==> src/hdl/sid_env_pkg.sv <==
`timescale 1ns / 1ps

package sid_env_pkg;

	localparam int VOICES_DEF = 3;
	localparam logic [7:0] RATIO_RESET = 8'd22;

	// phase flag bit positions
	localparam int FLAG_GATE   = 0;
	localparam int FLAG_ATTACK = 1;
	localparam int FLAG_DECAY  = 2;
	localparam int FLAG_HOLD   = 3;

	localparam logic [3:0] FLAGS_RESET = 4'b1000;
	localparam logic [3:0] FLAGS_NOTE_ON = 4'b0111;

	// reported phase codes
	localparam logic [1:0] PH_ATTACK  = 2'd0;
	localparam logic [1:0] PH_DECAY   = 2'd1;
	localparam logic [1:0] PH_RELEASE = 2'd2;
	localparam logic [1:0] PH_HOLD    = 2'd3;

	localparam logic [15:0] RC_WRAP = 16'h8000;

	typedef struct packed {
		logic [1:0] voice;
		logic       gate;
		logic [7:0] attack_decay;
		logic [7:0] sustain_release;
	} tick_t;

	typedef struct packed {
		logic [7:0] envelope_level;
		logic [1:0] envelope_phase;
	} env_t;

	typedef struct packed {
		logic [3:0]  flags;
		logic [7:0]  level;
		logic [14:0] rate_count;
		logic [7:0]  exp_count;
		logic [7:0]  last_sr;
	} voice_state_t;

	localparam voice_state_t VOICE_RESET = '{
		flags: FLAGS_RESET, level: 8'd0, rate_count: 15'd0, exp_count: 8'd0, last_sr: 8'd0
	};

	function automatic logic [14:0] rate_period(input logic [3:0] idx);
		logic [14:0] p;
		case (idx)
			4'd1:    p = 15'd32;
			4'd2:    p = 15'd63;
			4'd3:    p = 15'd95;
			4'd4:    p = 15'd149;
			4'd5:    p = 15'd220;
			4'd6:    p = 15'd267;
			4'd7:    p = 15'd313;
			4'd8:    p = 15'd392;
			4'd9:    p = 15'd977;
			4'd10:   p = 15'd1954;
			4'd11:   p = 15'd3126;
			4'd12:   p = 15'd3907;
			4'd13:   p = 15'd11720;
			4'd14:   p = 15'd19532;
			4'd15:   p = 15'd31251;
			default: p = 15'd0;
		endcase
		return p;
	endfunction

	// exponential divider period, stepped by level
	function automatic logic [4:0] exp_period(input logic [7:0] lv);
		logic [4:0] p;
		if (lv == 8'd0)       p = 5'd1;
		else if (lv <= 8'd6)  p = 5'd30;
		else if (lv <= 8'd14) p = 5'd16;
		else if (lv <= 8'd26) p = 5'd8;
		else if (lv <= 8'd54) p = 5'd4;
		else if (lv <= 8'd93) p = 5'd2;
		else                  p = 5'd1;
		return p;
	endfunction

endpackage

==> src/hdl/sid_env_core.sv <==
`timescale 1ns / 1ps

module sid_env_core
	import sid_env_pkg::*;
(
	input  voice_state_t cur,
	input  tick_t        tick,
	input  logic [7:0]   ratio,
	output voice_state_t nxt,
	output env_t         result
);

	logic [3:0]  flags;
	logic        delay;
	logic [15:0] rc;
	logic [3:0]  idx;
	logic [14:0] period;
	logic [4:0]  step;
	logic [8:0]  ratio_up;
	logic [17:0] step_prod;
	logic        fire;
	logic        adv;
	logic [7:0]  ec;
	logic signed [9:0] env;
	logic signed [9:0] step_s;
	logic signed [9:0] sustain_s;
	logic [1:0]  ph;

	// ceil(ratio / 9) as floor((ratio + 8) * 456 / 4096)
	assign ratio_up  = {1'b0, ratio} + 9'd8;
	assign step_prod = {9'd0, ratio_up} * 18'd456;

	always_comb begin
		flags = cur.flags;
		delay = 1'b0;
		if (flags[FLAG_GATE] != tick.gate) begin
			if (flags[FLAG_GATE]) begin
				flags[FLAG_GATE]   = 1'b0;
				flags[FLAG_ATTACK] = 1'b0;
				flags[FLAG_DECAY]  = 1'b0;
			end else begin
				flags = FLAGS_NOTE_ON;
				delay = tick.sustain_release[3:0] > cur.last_sr[3:0];
			end
		end

		rc = {1'b0, cur.rate_count} + {8'd0, ratio};
		if (rc >= RC_WRAP) begin
			rc = rc - RC_WRAP;
		end

		if (flags[FLAG_ATTACK]) begin
			idx = tick.attack_decay[7:4];
		end else if (flags[FLAG_DECAY]) begin
			idx = tick.attack_decay[3:0];
		end else begin
			idx = tick.sustain_release[3:0];
		end

		if (idx == 4'd0) begin
			if (ratio > 8'd9) begin
				period = {7'd0, ratio};
				step   = step_prod[16:12];
			end else begin
				period = 15'd9;
				step   = 5'd1;
			end
		end else begin
			period = rate_period(idx);
			step   = 5'd1;
		end

		fire = (rc >= {1'b0, period}) && (rc < ({1'b0, period} + {8'd0, ratio})) && !delay;

		env       = signed'({2'b00, cur.level});
		step_s    = signed'({5'd0, step});
		sustain_s = signed'({2'b00, tick.sustain_release[7:4], tick.sustain_release[7:4]});
		ec        = cur.exp_count;
		adv       = 1'b0;

		if (fire) begin
			rc  = rc - {1'b0, period};
			adv = flags[FLAG_ATTACK];
			if (!adv) begin
				ec  = ec + 8'd1;
				adv = ec == {3'd0, exp_period(cur.level)};
			end
			if (adv) begin
				if (!flags[FLAG_HOLD]) begin
					if (flags[FLAG_ATTACK]) begin
						env = env + step_s;
						if (env >= 10'sd255) begin
							env = 10'sd255;
							flags[FLAG_ATTACK] = 1'b0;
						end
					end else if (!flags[FLAG_DECAY] || env > sustain_s) begin
						// from zero in release the level wraps round
						env = env - step_s;
						if (env <= 10'sd0 && cur.level != 8'd0) begin
							env = 10'sd0;
							flags[FLAG_HOLD] = 1'b1;
						end
					end
				end
				ec = 8'd0;
			end
		end

		if (flags[FLAG_HOLD])        ph = PH_HOLD;
		else if (flags[FLAG_ATTACK]) ph = PH_ATTACK;
		else if (flags[FLAG_DECAY])  ph = PH_DECAY;
		else                         ph = PH_RELEASE;

		nxt.flags      = flags;
		nxt.level      = env[7:0];
		nxt.rate_count = rc[14:0];
		nxt.exp_count  = ec;
		nxt.last_sr    = tick.sustain_release;

		result.envelope_level = env[7:0];
		result.envelope_phase = ph;
	end

endmodule

==> src/hdl/sid_adsr_envelope.sv <==
`timescale 1ns / 1ps

// Channel   Dir  Handshake               Payload
// tick      in   tick_valid/tick_stall   tick_t: voice, gate, attack_decay, sustain_release
// env       out  env_valid/env_stall     env_t: envelope_level, envelope_phase
// cfg       in   cfg_we                  cfg_data: cycles_per_sample
//
// A request is taken into the input register, worked out combinationally against the
// chosen voice's state and lands in the result register as the input register moves on;
// the result is offered from the result register and held there until it is taken.
// One request per cycle sustained while the output is not stalled, set by the single state read-modify-write.
// Reset clears every voice's state at once (hold-zero flag set); no clearing pass.
// A stalled result holds; one more request waits in the input register behind it.
module sid_adsr_envelope
	import sid_env_pkg::*;
#(
	parameter int VOICES = VOICES_DEF
) (
	input  logic       clk,
	input  logic       arst_n,
	input  logic       tick_valid,
	output logic       tick_stall,
	input  tick_t      tick,
	output logic       env_valid,
	input  logic       env_stall,
	output env_t       env,
	input  logic       cfg_we,
	input  logic [7:0] cfg_data
);

	localparam int VW = (VOICES > 1) ? $clog2(VOICES) : 1;

	logic [7:0]   ratio_q;
	logic         valid_s1;
	tick_t        tick_s1;
	logic         env_valid_q;
	env_t         env_q;
	voice_state_t voice_q [VOICES];

	logic [VW-1:0] vidx;
	logic          in_range;
	logic          move_s1;
	voice_state_t  cur;
	voice_state_t  nxt;
	env_t          core_env;

	// the result register drains or is empty: the input register may move on
	assign move_s1    = valid_s1 && (!env_valid_q || !env_stall);
	assign tick_stall = valid_s1 && env_valid_q && env_stall;

	assign vidx     = VW'(tick_s1.voice);
	assign in_range = int'(tick_s1.voice) < VOICES;
	assign cur      = in_range ? voice_q[vidx] : VOICE_RESET;

	sid_env_core u_core (
		.cur    (cur),
		.tick   (tick_s1),
		.ratio  (ratio_q),
		.nxt    (nxt),
		.result (core_env)
	);

	always_ff @(posedge clk or negedge arst_n) begin
		if (!arst_n) begin
			ratio_q <= RATIO_RESET;
		end else if (cfg_we) begin
			ratio_q <= cfg_data;
		end
	end

	// input register
	always_ff @(posedge clk or negedge arst_n) begin
		if (!arst_n) begin
			valid_s1 <= 1'b0;
		end else if (!tick_stall) begin
			valid_s1 <= tick_valid;
		end
	end

	always_ff @(posedge clk) begin
		if (tick_valid && !tick_stall) begin
			tick_s1 <= tick;
		end
	end

	// per-voice state, written back as the request leaves the input register
	always_ff @(posedge clk or negedge arst_n) begin
		if (!arst_n) begin
			for (int v = 0; v < VOICES; v++) begin
				voice_q[v] <= VOICE_RESET;
			end
		end else if (move_s1 && in_range) begin
			voice_q[vidx] <= nxt;
		end
	end

	// result register
	always_ff @(posedge clk or negedge arst_n) begin
		if (!arst_n) begin
			env_valid_q <= 1'b0;
		end else if (!env_valid_q || !env_stall) begin
			env_valid_q <= valid_s1;
		end
	end

	always_ff @(posedge clk) begin
		if (move_s1) begin
			if (in_range) begin
				env_q <= core_env;
			end else begin
				// unknown voice: silent and held
				env_q.envelope_level <= 8'd0;
				env_q.envelope_phase <= PH_HOLD;
			end
		end
	end

	assign env_valid = env_valid_q;
	assign env       = env_q;

	// input only stalls with both registers full and the output stalled
	a_stall_full: assert property (@(posedge clk) disable iff (!arst_n)
		tick_stall |-> (valid_s1 && env_valid_q))
		else $error("input stalled with room to take it");

	// attack or decay never stands without the gate held
	a_gate_flags: assert property (@(posedge clk) disable iff (!arst_n)
		(valid_s1 && in_range) |->
		!((cur.flags[FLAG_ATTACK] || cur.flags[FLAG_DECAY]) && !cur.flags[FLAG_GATE]))
		else $error("attack/decay flag without gate");

	// held at zero always reports level zero
	a_hold_zero: assert property (@(posedge clk) disable iff (!arst_n)
		(env_valid_q && env_q.envelope_phase == PH_HOLD) |-> (env_q.envelope_level == 8'd0))
		else $error("hold phase with non-zero level");

	// a request leaving the input register shows up as a result next cycle
	a_result_follows: assert property (@(posedge clk) disable iff (!arst_n)
		move_s1 |=> env_valid_q)
		else $error("result lost");

endmodule

==> config.mk <==
export PLATFORM = sky130hd
export DESIGN_NAME = sid_adsr_envelope
export DESIGN_NICKNAME = d
export VERILOG_FILES = /design/src/hdl/sid_env_pkg.sv /design/src/hdl/sid_env_core.sv /design/src/hdl/sid_adsr_envelope.sv
export SDC_FILE = /design/constraint.sdc
export NUM_CORES = 1
export LEC_CHECK = 0
export CORE_MARGIN = 2
export CORE_UTILIZATION = 30
export DETAILED_ROUTE_END_ITERATION = 10
export DONT_BUFFER_PORTS = 1
export GPL_TIMING_DRIVEN = 0
export SETUP_SLACK_MARGIN = 0.5
export SYNTH_ARGS = -nofsm -noshare
export SYNTH_HDL_FRONTEND = slang
export SYNTH_HIERARCHICAL = 1
export SYNTH_SLANG_ARGS = --single-unit
==> constraint.sdc <==
create_clock -name clk -period 9.8 [get_ports clk]
set_input_delay 1.96 -clock clk [delete_from_list [all_inputs] [get_ports clk]]
set_output_delay 1.96 -clock clk [all_outputs]
set_load 0.05 [all_outputs]
**Yosys cells after proc, flatten, opt, wreduce, memory -nomap -nowiden**

Memory sizes are Yosys's and may differ from the RTL's.
Cells that the tools add are included.

- Word-level logic and storage cells: 127
- Output and inout port bits: 12
- Memory bits (read-only): 240
- Memories: 1
- Bits in registers: 168

- Muxes and demuxes: 53
- Magnitude comparators: 16
- Add/sub/neg operators: 8
- Equality and inequality tests: 2
- Bitwise gates (word level): 2
- $mul: 1
- Reductions and logical operators: 20

Memory list:

| memory | depth | bits a word | rd ports | clocked after memory_dff | write ports | line | source |
|---|---|---|---|---|---|---|---|
| (name not given) | 16 | 15 | 1 | 0 | 0 | sid_env_pkg.sv:51 | `case (idx)` |

Operators by type and width:

| cell | number |
|---|---|
| 43-bit two-way mux | 4 |
| 129-bit bitwise mux | 1 |
| 8-bit two-way mux | 11 |
| 43-bit binary-select mux with 2-bit select | 1 |
| 43-bit demux with 2-bit select | 1 |
| 5-bit two-way mux | 9 |
| 15-bit by 8-bit adder with 16-bit output | 2 |
| 15-bit two-way mux | 2 |
| 16-bit by 15-bit greater-or-equal comparator with 1-bit output | 1 |
| 16-bit greater-or-equal comparator, second input constant | 1 |
| 16-bit less-than comparator | 1 |
| 1-bit two-way mux | 16 |
| 16-bit two-way mux | 1 |
| 16-bit subtractor, second input constant | 1 |
| 15-bit subtractor | 1 |
| 9-bit by 6-bit multiplier with 14-bit output, second input constant | 1 |
| 4-bit two-way mux | 3 |
| 8-bit by 4-bit adder with 9-bit output, second input constant | 1 |
| 8-bit by 5-bit adder with 9-bit output | 1 |
| 9-bit by 8-bit greater-or-equal comparator with 1-bit output, second input constant | 1 |
| 9-bit by 1-bit less-or-equal comparator with 1-bit output, second input constant | 1 |
| 1-bit logical AND | 9 |
| 8-bit by 5-bit subtractor with 9-bit output | 1 |
| 8-bit by 1-bit adder with 8-bit output, second input constant | 1 |
| other kinds (23) | 30 |

**Logic depth before layout (Yosys ltp)**

Gate-level depths: netlist (run 1).

- Depth after elaboration: 22
- Depth in mapped cells: 39
- Mapped depth without buffers: 34

**Modules after synthesis**

Netlist (run 1), hierarchy kept.

Modules (own cells, without submodules):

| module | seq. area each (um^2) | instances | area each (um^2) | cells each |
|---|---|---|---|---|
| sid_adsr_envelope | 4356.7 | 1 | 7018.0 | 484 |
| sid_env_core | 0.0 | 1 | 5462.7 | 749 |

**Worst setup path after synthesis (run 1)**

Ideal clock, no wire load.

- Path kind: register to register
- Start: register tick_s1, in the netlist vidx[1]
- End: register env_q, in the netlist env[4], data pin
- Stages on the path, launching flop included: 35
- Period minus slack after synthesis: 7.389 ns
- Setup time: 0.255 ns
- Slack: 2.411 ns
- Required time: 9.545 ns
- Path buffers: 6
- Arrival time: 7.135 ns
- Path through: edfxtp_1 > buf_2 > buf_2 > mux2i_1 > o21ai_0 > o21ai_1 > buf_2 > o21ai_1 > inv_1 > ha_1 > clkbuf_1 > clkbuf_1 > a21oi_1 > a41oi_1 > mux2i_1 > ha_1 > a21o_1 > a21oi_1 > nor2b_1 > nor3_1 > o21ai_0 > o211ai_1 > mux2_2 > o31ai_1 > ha_1 > a21oi_1 > nor2_1 > nor3_1 > nand3b_1 > a211o_1 > nor3_4 > nand2_4 > mux2_1 > buf_4 > and2_1

RTL lines:

| element | line | source |
|---|---|---|
| from (decl) | sid_adsr_envelope.sv:35 | `tick_t tick_s1;` |
| from (signal assigned) | sid_adsr_envelope.sv:82 | `tick_s1 <= tick;` |
| to (signal assigned) | sid_adsr_envelope.sv:109 | `env_q <= core_env;` |
| to (decl) | sid_adsr_envelope.sv:37 | `env_t env_q;` |

==> summary.md, run 1 <==
| Metric | Value |
|---|---|
| Total routed wire length on the met1 layer | `about 13,000 um` |
| Top-level port count | `between 40 and 50` |
| WL met3 | `around 830 um` |
| CTS hold repair buffers | `0` |
| FF-to-FF path depth | `34` |
| # placed instances | `1,719` |
| Max-slew headroom at the worst pin | `0.196` |
| Aggregate global routing overflow | `0` |
| Final Skew | `approximately 13 ps` |
| Total DRC errors in the routed layout | `0` |
| Slowest cell on the critical path | `sky130_fd_sc_hd__edfxtp_1` |
| Hold Path Class | `reg2reg` |
| Post-synthesis instance total | `1,193` |
| Drt total wl | `approximately 29,000 um` |
| Via total after detailed routing | `between 8k and 9k` |
| Largest net degree at the start of global routing | `between 100 and 150` |
| CTS buffer count | `17` |
| CTS Sinks | `about 160` |
| Setup Crit Path Kind | `reg2reg` |
| Initial DRC Count | `approximately 600` |
| Reg2Reg Setup Slack | `between 1000 and 1500 ps` |
| Global-route wire length before repair | `46,800 um` |
| Die outline width | `just over 200 um` |
| Startpoint kind of the worst setup timing path | `register` |
| PortBufs | `0` |
| Top layer used by detailed routing | `met4` |
| CTS tree | `yes` |
| Initial antenna violation count | `1` |
| Final Critical Period | `roughly 8600 ps` |
| Fmax | `between 0.1 and 0.15 GHz` |
| Residual antenna-violating net count after detailed routing | `0` |
| Largest fanout on the critical path | `10` |
| Largest stage delay, worst path | `roughly 420 ps` |
| Effective utilization at floorplan | `0.302` |
| Number of rows created at floorplan | `73` |
| Overall Power | `4.33 mW` |
| Synth warn | `6` |
| Final #Nets | `approximately 1.4k` |
| Static power due to leakage | `5.83 nW` |
| # Max-Cap Violations | `0` |
| Post-CTS repair timing setup buffer count | `0` |
| Half-perimeter wire length after detailed placement | `about 22,000 um` |
| Final standard cell area without fillers | `roughly 13,000 um^2` |
| DR vias/cell | `around 5.1` |
| Unrepaired setup endpoints after global routing | `false` |
| Actual transition at the worst max-transition pin | `roughly 1200 ps` |
| Die Footprint | `41,400 um^2` |
| Maximum root-to-sink buffer count | `2` |
| GRT Overall Usage | `0.142` |
| Number of levels in the clock H-tree | `4` |
| Result of the run | `completed` |
| Kind of cell with the highest combined delay on the critical path | `compound AO/OA/AOI/OAI gates` |
| Number of pins exceeding their max-slew limit in the final report | `0` |
| Synth Area per Inst | `approximately 10 um^2` |
| Worst-Skew Late Latency | `450 ps` |
| Average routed wire per standard cell | `16.4 um` |
| Arrival time at the worst endpoint | `8820 ps` |
| CP Capture Type | `register` |
| Die Y-Extent | `approximately 200 um` |
| Leading cell type in the layout, fill and taps excluded | `sky130_fd_sc_hd__mux2_2` |
| Clock edge transition at the registers on the reported setup and hold paths | `70 ps` |
| Worst path required time | `approximately 10,000 ps` |
| Number of global-route vias before repair | `8,828` |
| Fraction of final layout cells sized beyond drive strength 1 | `0.206` |
| Final worst path period share | `0.879` |
| Worst-case setup slack after placement | `268 ps` |
| Worst vdd ir | `approximately 0.14 mV` |
| Routability-driven placement congestion ratio | `0.887` |
| Cell area reported after detailed placement | `between 10,000 and 15,000 um^2` |
| Capture endpoint of the worst hold path | `env_valid` |
| # setup viols final | `0` |
| Final worst slack | `about 1200 ps` |
| Beginning of the worst hold path | `valid_s1` |
| Syn-to-layout area delta | `11.1%` |
| Root Driver | `sky130_fd_sc_hd__clkbuf_16` |
| Wire length on met2 | `14,400 um` |
| PD cells | `326 nW/um^2` |
| Commonest non-fill, non-tap cells in the layout | `sky130_fd_sc_hd__mux2_2, sky130_fd_sc_hd__dfrtp_1, sky130_fd_sc_hd__ha_1, sky130_fd_sc_hd__nand2_1, sky130_fd_sc_hd__o21ai_0` |
| Final std cells w/o fill | `roughly 1.8k` |
| Post-synthesis cell area | `between 10,000 and 15,000 um^2` |
| Synthesized net count | `between 1k and 1.5k` |
| Number of buffers and inverters on the critical path | `7` |
| Area of the core region | `39,500 um^2` |
| Count of endpoints failing hold in the final timing report | `0` |
| Worst hold path cell count | `1` |
| First-pass iteration count of the detailed router | `5` |
| FF-to-FF End | `env[4]` |
| Source of the worst register-to-register timing path | `vidx[1]` |
| Final total negative setup slack | `0 ps` |
layout make-up:
cell class	instances	area [um^2]
well taps	525	657
clock buffers	17	425
repair buffers	1	11.3
plain buffers	70	402
diodes	1	2.50
fillers	3989	26300
inverters	48	180
flip-flops and latches	156	4060
multi-input cells	919	7340
clock inverters	15	189
layer usage:
metal / track usage / vias up
met1: 0.179 / 4365
li1: - / 4336
met4: 0.0472 / 0
met2: 0.250 / 145
met3: 0.0203 / 38
met5: 0 / -
what timing repair did:
item / in CTS / in global routing
cloned: 0 / 0
resized for setup: 3 / 9
endpoints found under the hold margin: 0 / 0
pin swaps: 0 / 0
setup endpoints to repair: 23 / 103
how the worst max path moves through the flow:
stage / startpoint / to / slack [ps] / depth (start not counted)
2_1_floorplan: vidx[1] / env[4] / 2410 / 34
4_1_cts: vidx[1] / env[9] / 530 / 36
6_report: vidx[1] / env[4] / 1190 / 34
3_3_place_gp: vidx[1] / env[9] / 260 / 36
5_1_grt: vidx[1] / env[4] / 630 / 33
3_5_place_dp: vidx[1] / env[9] / 270 / 36
power breakdown:
part / internal (mW) / total (mW) / switching, mW
combinational: 1.17 / 2.66 / 1.49
sequential: 0.846 / 0.968 / 0.121
clock: 0.405 / 0.696 / 0.291
state kept, by name (all words and copies together) (netlist names):
name and count:
vidx 2, env 10, voice_q 117, tick_s1 17, valid_s1 1, ratio_q 8
env_valid 1
metrics by stage:
step | utilization | hold slack (ps)
final | 0.335 | 480
after global routing | 0.335 | 513
after CTS | 0.335 | 485
after detailed placement | 0.319 | 470
after global placement | 0.319 | 460
after floorplan | - | 452
worst reg2reg max path, delay by kind of cell (launching register included):
kind                       cells  cell delay [ps]
adders and majority gates      3              800
AOI/OAI and AO/OA             12             2580
DFF                            1              420
buffers and inverters          7             1850
muxes                          4             1410
and+or+nand+nor                8             1310
Power figures use the tool's default switching activity.
==> inputs of run 2 (changes only) <==
- clock period: 9.8 -> 7.49 ns (I/O delays scaled with it)
==> run 2 against run 1 <==
Combinational power increased by 49%. Final area up 6.6%. Via count up 3.7%. Highest routed layer unchanged.
==> summary.md, run 2 (synthesis gave the netlist of run 1 again) <==
| Metric | Value |
|---|---|
| Result of the run | `completed (unchanged)` |
| Max-slew headroom at the worst pin | `0.143 (was 0.196)` |
| Net switching power | `2.68 mW (was 1.90 mW)` |
| Final worst path period share | `0.927 (was 0.879)` |
| Unrepaired setup endpoints after global routing | `true (was false)` |
| Final Critical Period | `6950 ps (was 8610 ps)` |
| Number of rows created at floorplan | `73 (unchanged)` |
| Largest registers ranked by flip-flop count | `voice_q: 117 flops, tick_s1: 17 flops, env: 10 flops (unchanged)` |
| Number of buffers and inverters on the critical path | `7 (unchanged)` |
| Root Driver | `sky130_fd_sc_hd__clkbuf_16 (unchanged)` |
| Reg2Reg Setup Slack | `540 ps (was 1190 ps)` |
| # placed instances | `1,719 (unchanged)` |
| CTS tree | `yes (unchanged)` |
| Internal portion of total power | `3.44 mW (was 2.42 mW)` |
| Syn-to-layout area delta | `18.5% (was 11.1%)` |
| # setup viols final | `0 (unchanged)` |
| Slowest cell on the critical path | `sky130_fd_sc_hd__edfxtp_1 (unchanged)` |
| Worst-Skew Late Latency | `450 ps (about the same)` |
| Die Y-Extent | `204 um (unchanged)` |
| CP Capture Type | `register (unchanged)` |
| Total DRC errors in the routed layout | `0 (unchanged)` |
| CTS hold repair buffers | `0 (unchanged)` |
| Worst path required time | `7700 ps (was 10,000 ps)` |
| CTS Sinks | `156 (unchanged)` |
| Die outline width | `204 um (unchanged)` |
| GRT Overall Usage | `0.146 (was 0.142)` |
| Drt total wl | `30,200 um (was 28,700 um)` |
| Number of stages on the worst setup path | `34 (unchanged)` |
| # Max-Cap Violations | `0 (unchanged)` |
| Cell repeated most along the worst path | `sky130_fd_sc_hd__buf_6` |
| Post-route worst hold slack | `478 ps (was 480 ps)` |
| Number of pins exceeding their max-slew limit in the final report | `0 (unchanged)` |
| DR vias/cell | `5.09 (was 5.07)` |
| Arrival time at the worst endpoint | `7150 ps (was 8820 ps)` |
| Combinational fraction of design power | `0.648 (was 0.615)` |
| Final #Nets | `1,418 (was 1,362)` |
| Area of the core region | `39,500 um^2 (unchanged)` |
| Kind of cell with the highest combined delay on the critical path | `compound AO/OA/AOI/OAI gates (unchanged)` |
| Die Footprint | `41,400 um^2 (unchanged)` |
| Leading cell type in the layout, fill and taps excluded | `sky130_fd_sc_hd__mux2_2 (unchanged)` |
| Worst vdd ir | `0.203 mV (was 0.142 mV)` |
| Source of the worst register-to-register timing path | `vidx[1] (unchanged)` |
| Final Skew | `10.6 ps (was 12.9 ps)` |
| Part of the power in registers | `0.208 (was 0.224)` |
| FF-to-FF path depth | `34 (unchanged)` |
| Largest stage delay, worst path | `430 ps (was 420 ps)` |
| Effective utilization at floorplan | `0.302 (unchanged)` |
| Aggregate global routing overflow | `0 (unchanged)` |
| Top-level port count | `44 (unchanged)` |
| CTS buffer count | `17 (unchanged)` |
| Final standard cell area without fillers | `14,100 um^2 (was 13,300 um^2)` |
| Largest register FFs | `117 (unchanged)` |
| Hold Path Class | `reg2reg (unchanged)` |
| Fraction of final layout cells sized beyond drive strength 1 | `0.293 (was 0.206)` |
| Setup Crit Path Kind | `reg2reg (unchanged)` |
| Actual transition at the worst max-transition pin | `1270 ps (was 1190 ps)` |
| Average routed wire per standard cell | `16.7 um (was 16.4 um)` |
| Initial DRC Count | `498 (was 588)` |
| Startpoint kind of the worst setup timing path | `register (unchanged)` |
| Via total after detailed routing | `9,215 (was 8,884)` |
| Half-perimeter wire length after detailed placement | `22,000 um (was 21,800 um)` |
| Capturing element of the worst setup path | `env[4] (unchanged)` |
| Critical Path Source | `vidx[1] (unchanged)` |
| Routability-driven placement congestion ratio | `0.873 (was 0.887)` |
| Global-route wire length before repair | `48,000 um (was 46,800 um)` |
| First-pass iteration count of the detailed router | `5 (unchanged)` |
| PD cells | `433 nW/um^2 (was 326 nW/um^2)` |
| Initial antenna violation count | `2 (was 1)` |
| Residual antenna-violating net count after detailed routing | `0 (unchanged)` |
| Clock edge transition at the registers on the reported setup and hold paths | `70 ps (about the same)` |
| Switching Fraction | `0.438 (was 0.440)` |
| PortBufs | `0 (unchanged)` |
| Largest net degree at the start of global routing | `128 (unchanged)` |
| Maximum root-to-sink buffer count | `2 (unchanged)` |
| FF-to-FF End | `env[4] (unchanged)` |
| Count of endpoints failing hold in the final timing report | `0 (unchanged)` |
| Final std cells w/o fill | `1,809 (was 1,752)` |
| Clock network power share | `0.145 (was 0.161)` |
| Cell area reported after detailed placement | `12,600 um^2 (about the same)` |
| Static power due to leakage | `6.20 nW (was 5.83 nW)` |
| Number of global-route vias before repair | `9,144 (was 8,828)` |
| Biggest register | `voice_q (unchanged)` |
| Fin util | `0.358 (was 0.335)` |
| Number of levels in the clock H-tree | `4 (unchanged)` |
| Commonest non-fill, non-tap cells in the layout | `sky130_fd_sc_hd__mux2_2, sky130_fd_sc_hd__dfrtp_1, sky130_fd_sc_hd__ha_1, sky130_fd_sc_hd__nand2_1, sky130_fd_sc_hd__buf_4 (was sky130_fd_sc_hd__mux2_2, sky130_fd_sc_hd__dfrtp_1, sky130_fd_sc_hd__ha_1, sky130_fd_sc_hd__nand2_1, sky130_fd_sc_hd__o21ai_0)` |
| Fmax | `0.144 GHz (was 0.116 GHz)` |
| Largest fanout on the critical path | `9 (was 10)` |
-- run 2: cell count changes in the layout (fill, tap and decap cells not counted), moves of 8 or more --
cell                       delta
sky130_fd_sc_hd__buf_4       +56
sky130_fd_sc_hd__clkbuf_1     -9
sky130_fd_sc_hd__buf_6        +8
sky130_fd_sc_hd__o21ai_0     -10
sky130_fd_sc_hd__buf_2        -8
-- run 2: layout make-up --
cell class	instances	area, um^2
inverters	48	185
fillers	3838	25400
flip-flops and latches	156	4060
repair buffers	57	437
well taps	525	657
diodes	2	5.00
plain buffers	70	515
clock buffers	18	439
multi-input cells	919	7690
clock inverters	14	156
-- run 2: metal layers --
| metal | wire length, um | global-route usage |
|---|---|---|
| met1 | 13000 | 0.179 |
| met3 | 1050 | 0.0222 |
| met5 | 0 | 0 |
| met2 | 15200 | 0.254 |
| met4 | 855 | 0.0610 |
-- run 2: what timing repair did --
| item | CTS | global route |
|---|---|---|
| pin swaps | 21 | 30 |
| endpoints found under the setup margin | 109 | 109 |
| setup buffers | 24 | 32 |
| resized for setup | 68 | 67 |
-- run 2: metrics by stage --
stage	setup slack, ps	setup TNS, ps	power (mW)
finish	543	0	6.12
global route	307	0	6.61
CTS	502	0	5.84
detailed placement	-1210	-87820	4.74
global placement	-1200	-87550	4.67
floorplan	564	0	3.95
-- run 2: worst min path at each step --
stage / to / slack (ps) / start / cells past startpoint
6_report: env_valid / 480 / valid_s1 / 1
3_5_place_dp: env_valid / 460 / valid_s1 / 1
2_1_floorplan: env_valid / 450 / valid_s1 / 1
4_1_cts: env_valid / 480 / valid_s1 / 1
3_3_place_gp: env_valid / 460 / valid_s1 / 1
5_1_grt: env_valid / 500 / valid_s1 / 1
-- run 2: power groups by stage --
stage	Clock (mW)	Sequential, mW	Combinational (mW)
finish	0.887	1.27	3.96
global route	0.936	1.30	4.37
CTS	0.904	1.27	3.66
detailed placement	0	1.28	3.46
global placement	0	1.27	3.40
floorplan	0	1.24	2.71
==> inputs of run 3 (changes only) <==
--- a/config.mk
+++ b/config.mk
@@ -11,5 +11,5 @@
 export DONT_BUFFER_PORTS = 1
 export GPL_TIMING_DRIVEN = 0
-export SETUP_SLACK_MARGIN = 0.5
+export SETUP_SLACK_MARGIN = 0.15
 export SYNTH_ARGS = -nofsm -noshare
 export SYNTH_HDL_FRONTEND = slang
==> constraint.sdc (replaced) <==
create_clock -name clk -period 8.95 [get_ports clk]
set_input_delay 1.79 -clock clk [delete_from_list [all_inputs] [get_ports clk]]
set_output_delay 1.79 -clock clk [all_outputs]
set_load 0.005 [all_outputs]
==> run 3 against run 2 <==
Via count decreased by 3.9%. Final area decreased by 5.9%. Clock-buffer cell count decreased by 1. Global-route usage decreased by 0.35 points. Largest power group unchanged. Non-clock buffer count decreased by 54. Highest routed layer unchanged. Clock skew increased by 1.7 ps. Core utilization decreased by 2.1 points. Routed wire length decreased by 4.6%. Critical path type unchanged.
==> summary.md, run 3 (synthesis gave the netlist of run 1 again) <==
| Metric | Value |
|---|---|
| Half-perimeter wire length after detailed placement | `21,800 um (was 22,000 um)` |
| Startpoint kind of the worst setup timing path | `register (unchanged)` |
| Final worst path period share | `0.936 (was 0.927)` |
| Worst vdd ir | `0.156 mV (was 0.203 mV)` |
| Largest register FFs | `117 (unchanged)` |
| Storage cell area | `4060 um^2 (unchanged)` |
| Hold Path Class | `reg2reg (unchanged)` |
| Final Skew | `12.3 ps (was 10.6 ps)` |
| Aggregate global routing overflow | `0 (unchanged)` |
| Effective utilization at floorplan | `0.302 (unchanged)` |
| CTS buffer count | `17 (unchanged)` |
| FF-to-FF End | `env[4] (unchanged)` |
| Leading cell type in the layout, fill and taps excluded | `sky130_fd_sc_hd__mux2_2 (unchanged)` |
| Syn-to-layout area delta | `11.5% (was 18.5%)` |
| Slowest cell on the critical path | `sky130_fd_sc_hd__edfxtp_1 (unchanged)` |
| Initial antenna violation count | `1 (was 2)` |
| Average routed wire per standard cell | `16.4 um (was 16.7 um)` |
| Static power due to leakage | `5.84 nW (was 6.20 nW)` |
| Via total after detailed routing | `8,860 (was 9,215)` |
| Biggest register | `voice_q (unchanged)` |
| Max-slew headroom at the worst pin | `0.210 (was 0.143)` |
| CP Capture Type | `register (unchanged)` |
| Area of the core region | `39,500 um^2 (unchanged)` |
| Largest fanout on the critical path | `10 (was 9)` |
| Capture endpoint of the worst hold path | `env_valid (unchanged)` |
| Worst-Skew Late Latency | `440 ps (was 450 ps)` |
| Fmax | `0.119 GHz (was 0.144 GHz)` |
| First-pass iteration count of the detailed router | `5 (unchanged)` |
| CTS Sinks | `156 (unchanged)` |
| Top-level port count | `44 (unchanged)` |
| Drt total wl | `28,800 um (was 30,200 um)` |
| Die outline width | `204 um (unchanged)` |
| Die Footprint | `41,400 um^2 (unchanged)` |
| Result of the run | `completed (unchanged)` |
| Final standard cell area without fillers | `13,300 um^2 (was 14,100 um^2)` |
| Global-route wire length before repair | `46,800 um (was 48,000 um)` |
| Setup Crit Path Kind | `reg2reg (unchanged)` |
| Area used by multi-input combinational logic | `7360 um^2 (was 7690 um^2)` |
| GRT Overall Usage | `0.142 (was 0.146)` |
| Largest net degree at the start of global routing | `128 (unchanged)` |
| PortBufs | `0 (unchanged)` |
| Initial DRC Count | `607 (was 498)` |
| Worst-case setup slack after placement | `-582 ps (was -1210 ps)` |
| Worst hold path cell count | `1 (unchanged)` |
| Number of global-route vias before repair | `8,830 (was 9,144)` |
| Reg2Reg Setup Slack | `570 ps (was 540 ps)` |
| Beginning of the worst hold path | `valid_s1 (unchanged)` |
| CTS hold repair buffers | `0 (unchanged)` |
| Worst path required time | `9150 ps (was 7700 ps)` |
| Number of levels in the clock H-tree | `4 (unchanged)` |
| CTS tree | `yes (unchanged)` |
| Largest stage delay, worst path | `420 ps (was 430 ps)` |
| # Max-Cap Violations | `0 (unchanged)` |
| Arrival time at the worst endpoint | `8580 ps (was 7150 ps)` |
| Maximum root-to-sink buffer count | `2 (unchanged)` |
| DR vias/cell | `5.05 (was 5.09)` |
| PD cells | `355 nW/um^2 (was 433 nW/um^2)` |
| Actual transition at the worst max-transition pin | `1170 ps (was 1270 ps)` |
| Clock edge transition at the registers on the reported setup and hold paths | `70 ps (about the same)` |
| Count of endpoints failing hold in the final timing report | `0 (unchanged)` |
| Residual antenna-violating net count after detailed routing | `0 (unchanged)` |
| FF-to-FF path depth | `35 (was 34)` |
| Cell area reported after detailed placement | `12,600 um^2 (about the same)` |
| Final #Nets | `1,364 (was 1,418)` |
| Final worst slack | `570 ps (was 543 ps)` |
| Root Driver | `sky130_fd_sc_hd__clkbuf_16 (unchanged)` |
| Count of fill cells added during filler insertion | `3,985 (was 3,838)` |
| Total DRC errors in the routed layout | `0 (unchanged)` |
| Source of the worst register-to-register timing path | `vidx[1] (unchanged)` |
| Number of pins exceeding their max-slew limit in the final report | `0 (unchanged)` |
| Fraction of final layout cells sized beyond drive strength 1 | `0.211 (was 0.293)` |
| Largest registers ranked by flip-flop count | `voice_q: 117 flops, tick_s1: 17 flops, env: 10 flops (unchanged)` |
| Post-route worst hold slack | `480 ps (was 478 ps)` |
| Unrepaired setup endpoints after global routing | `false (was true)` |
| Die Y-Extent | `204 um (unchanged)` |
| Commonest non-fill, non-tap cells in the layout | `sky130_fd_sc_hd__mux2_2, sky130_fd_sc_hd__dfrtp_1, sky130_fd_sc_hd__ha_1, sky130_fd_sc_hd__nand2_1, sky130_fd_sc_hd__o21ai_0 (was sky130_fd_sc_hd__mux2_2, sky130_fd_sc_hd__dfrtp_1, sky130_fd_sc_hd__ha_1, sky130_fd_sc_hd__nand2_1, sky130_fd_sc_hd__buf_4)` |
| Number of rows created at floorplan | `73 (unchanged)` |
| Routability-driven placement congestion ratio | `0.887 (was 0.873)` |
| Final total negative setup slack | `0 ps (unchanged)` |
| # setup viols final | `0 (unchanged)` |
| Final Critical Period | `8380 ps (was 6950 ps)` |
| Overall Power | `4.72 mW (was 6.12 mW)` |
run 3: metrics by stage:
stage	util	instances
2_1_floorplan	-	1193
3_3_place_gp	0.319	1718
3_5_place_dp	0.319	1719
4_1_cts	0.335	1751
5_1_grt	0.336	1753
6_report	0.337	1754
run 3: what timing repair did:
item | in CTS | in global routing
pin swaps | 0 | 2
setup buffers | 0 | 2
endpoints found under the setup margin | 109 | 103
resized for setup | 7 | 14
run 3: power by group:
group	internal [mW]	total (mW)	switching, mW	leakage, nW
combinational	1.29	2.93	1.64	3.66
clock	0.444	0.761	0.318	0.295
sequential	0.926	1.03	0.100	1.89
total	2.66	4.72	2.06	5.84
run 3: layer usage:
layer | share of wire | vias up | global-route usage
li1 | - | 4352 | -
met1 | 0.45 | 4326 | 0.179
met2 | 0.50 | 144 | 0.250
met3 | 0.030 | 38 | 0.0203
met4 | 0.020 | 0 | 0.0472
met5 | 0 | - | 0
run 3: worst max path at each step:
stage / startpoint / to / slack [ps]
3_5_place_dp: vidx[1] / env[9] / -580
5_1_grt: vidx[0] / voice_q[99] / 100
6_report: vidx[1] / env[4] / 570
4_1_cts: vidx[1] / env[9] / 250
2_1_floorplan: vidx[1] / env[4] / 1560
3_3_place_gp: vidx[1] / env[9] / -590
run 3: worst max-delay path: cells and delay by family, from the launching register on:
kind,cells,cell delay [ps]
compound gates,12,2560
simple gates,10,1740
buf+inv,6,1420
mux,4,1230
fa+ha+maj,3,740
flops,1,420
run 3: layout make-up:
| type | count | area share |
|---|---|---|
| Buffer | 70 | 0.0308 |
| Sequential cell | 156 | 0.305 |
| Tap cell | 525 | 0.0494 |
| Clock buffer | 17 | 0.0320 |
| Multi-Input combinational cell | 919 | 0.553 |
| Antenna cell | 1 | 0.000188 |
| Clock inverter | 15 | 0.0142 |
| Timing Repair Buffer | 3 | 0.00197 |
| Inverter | 48 | 0.0138 |
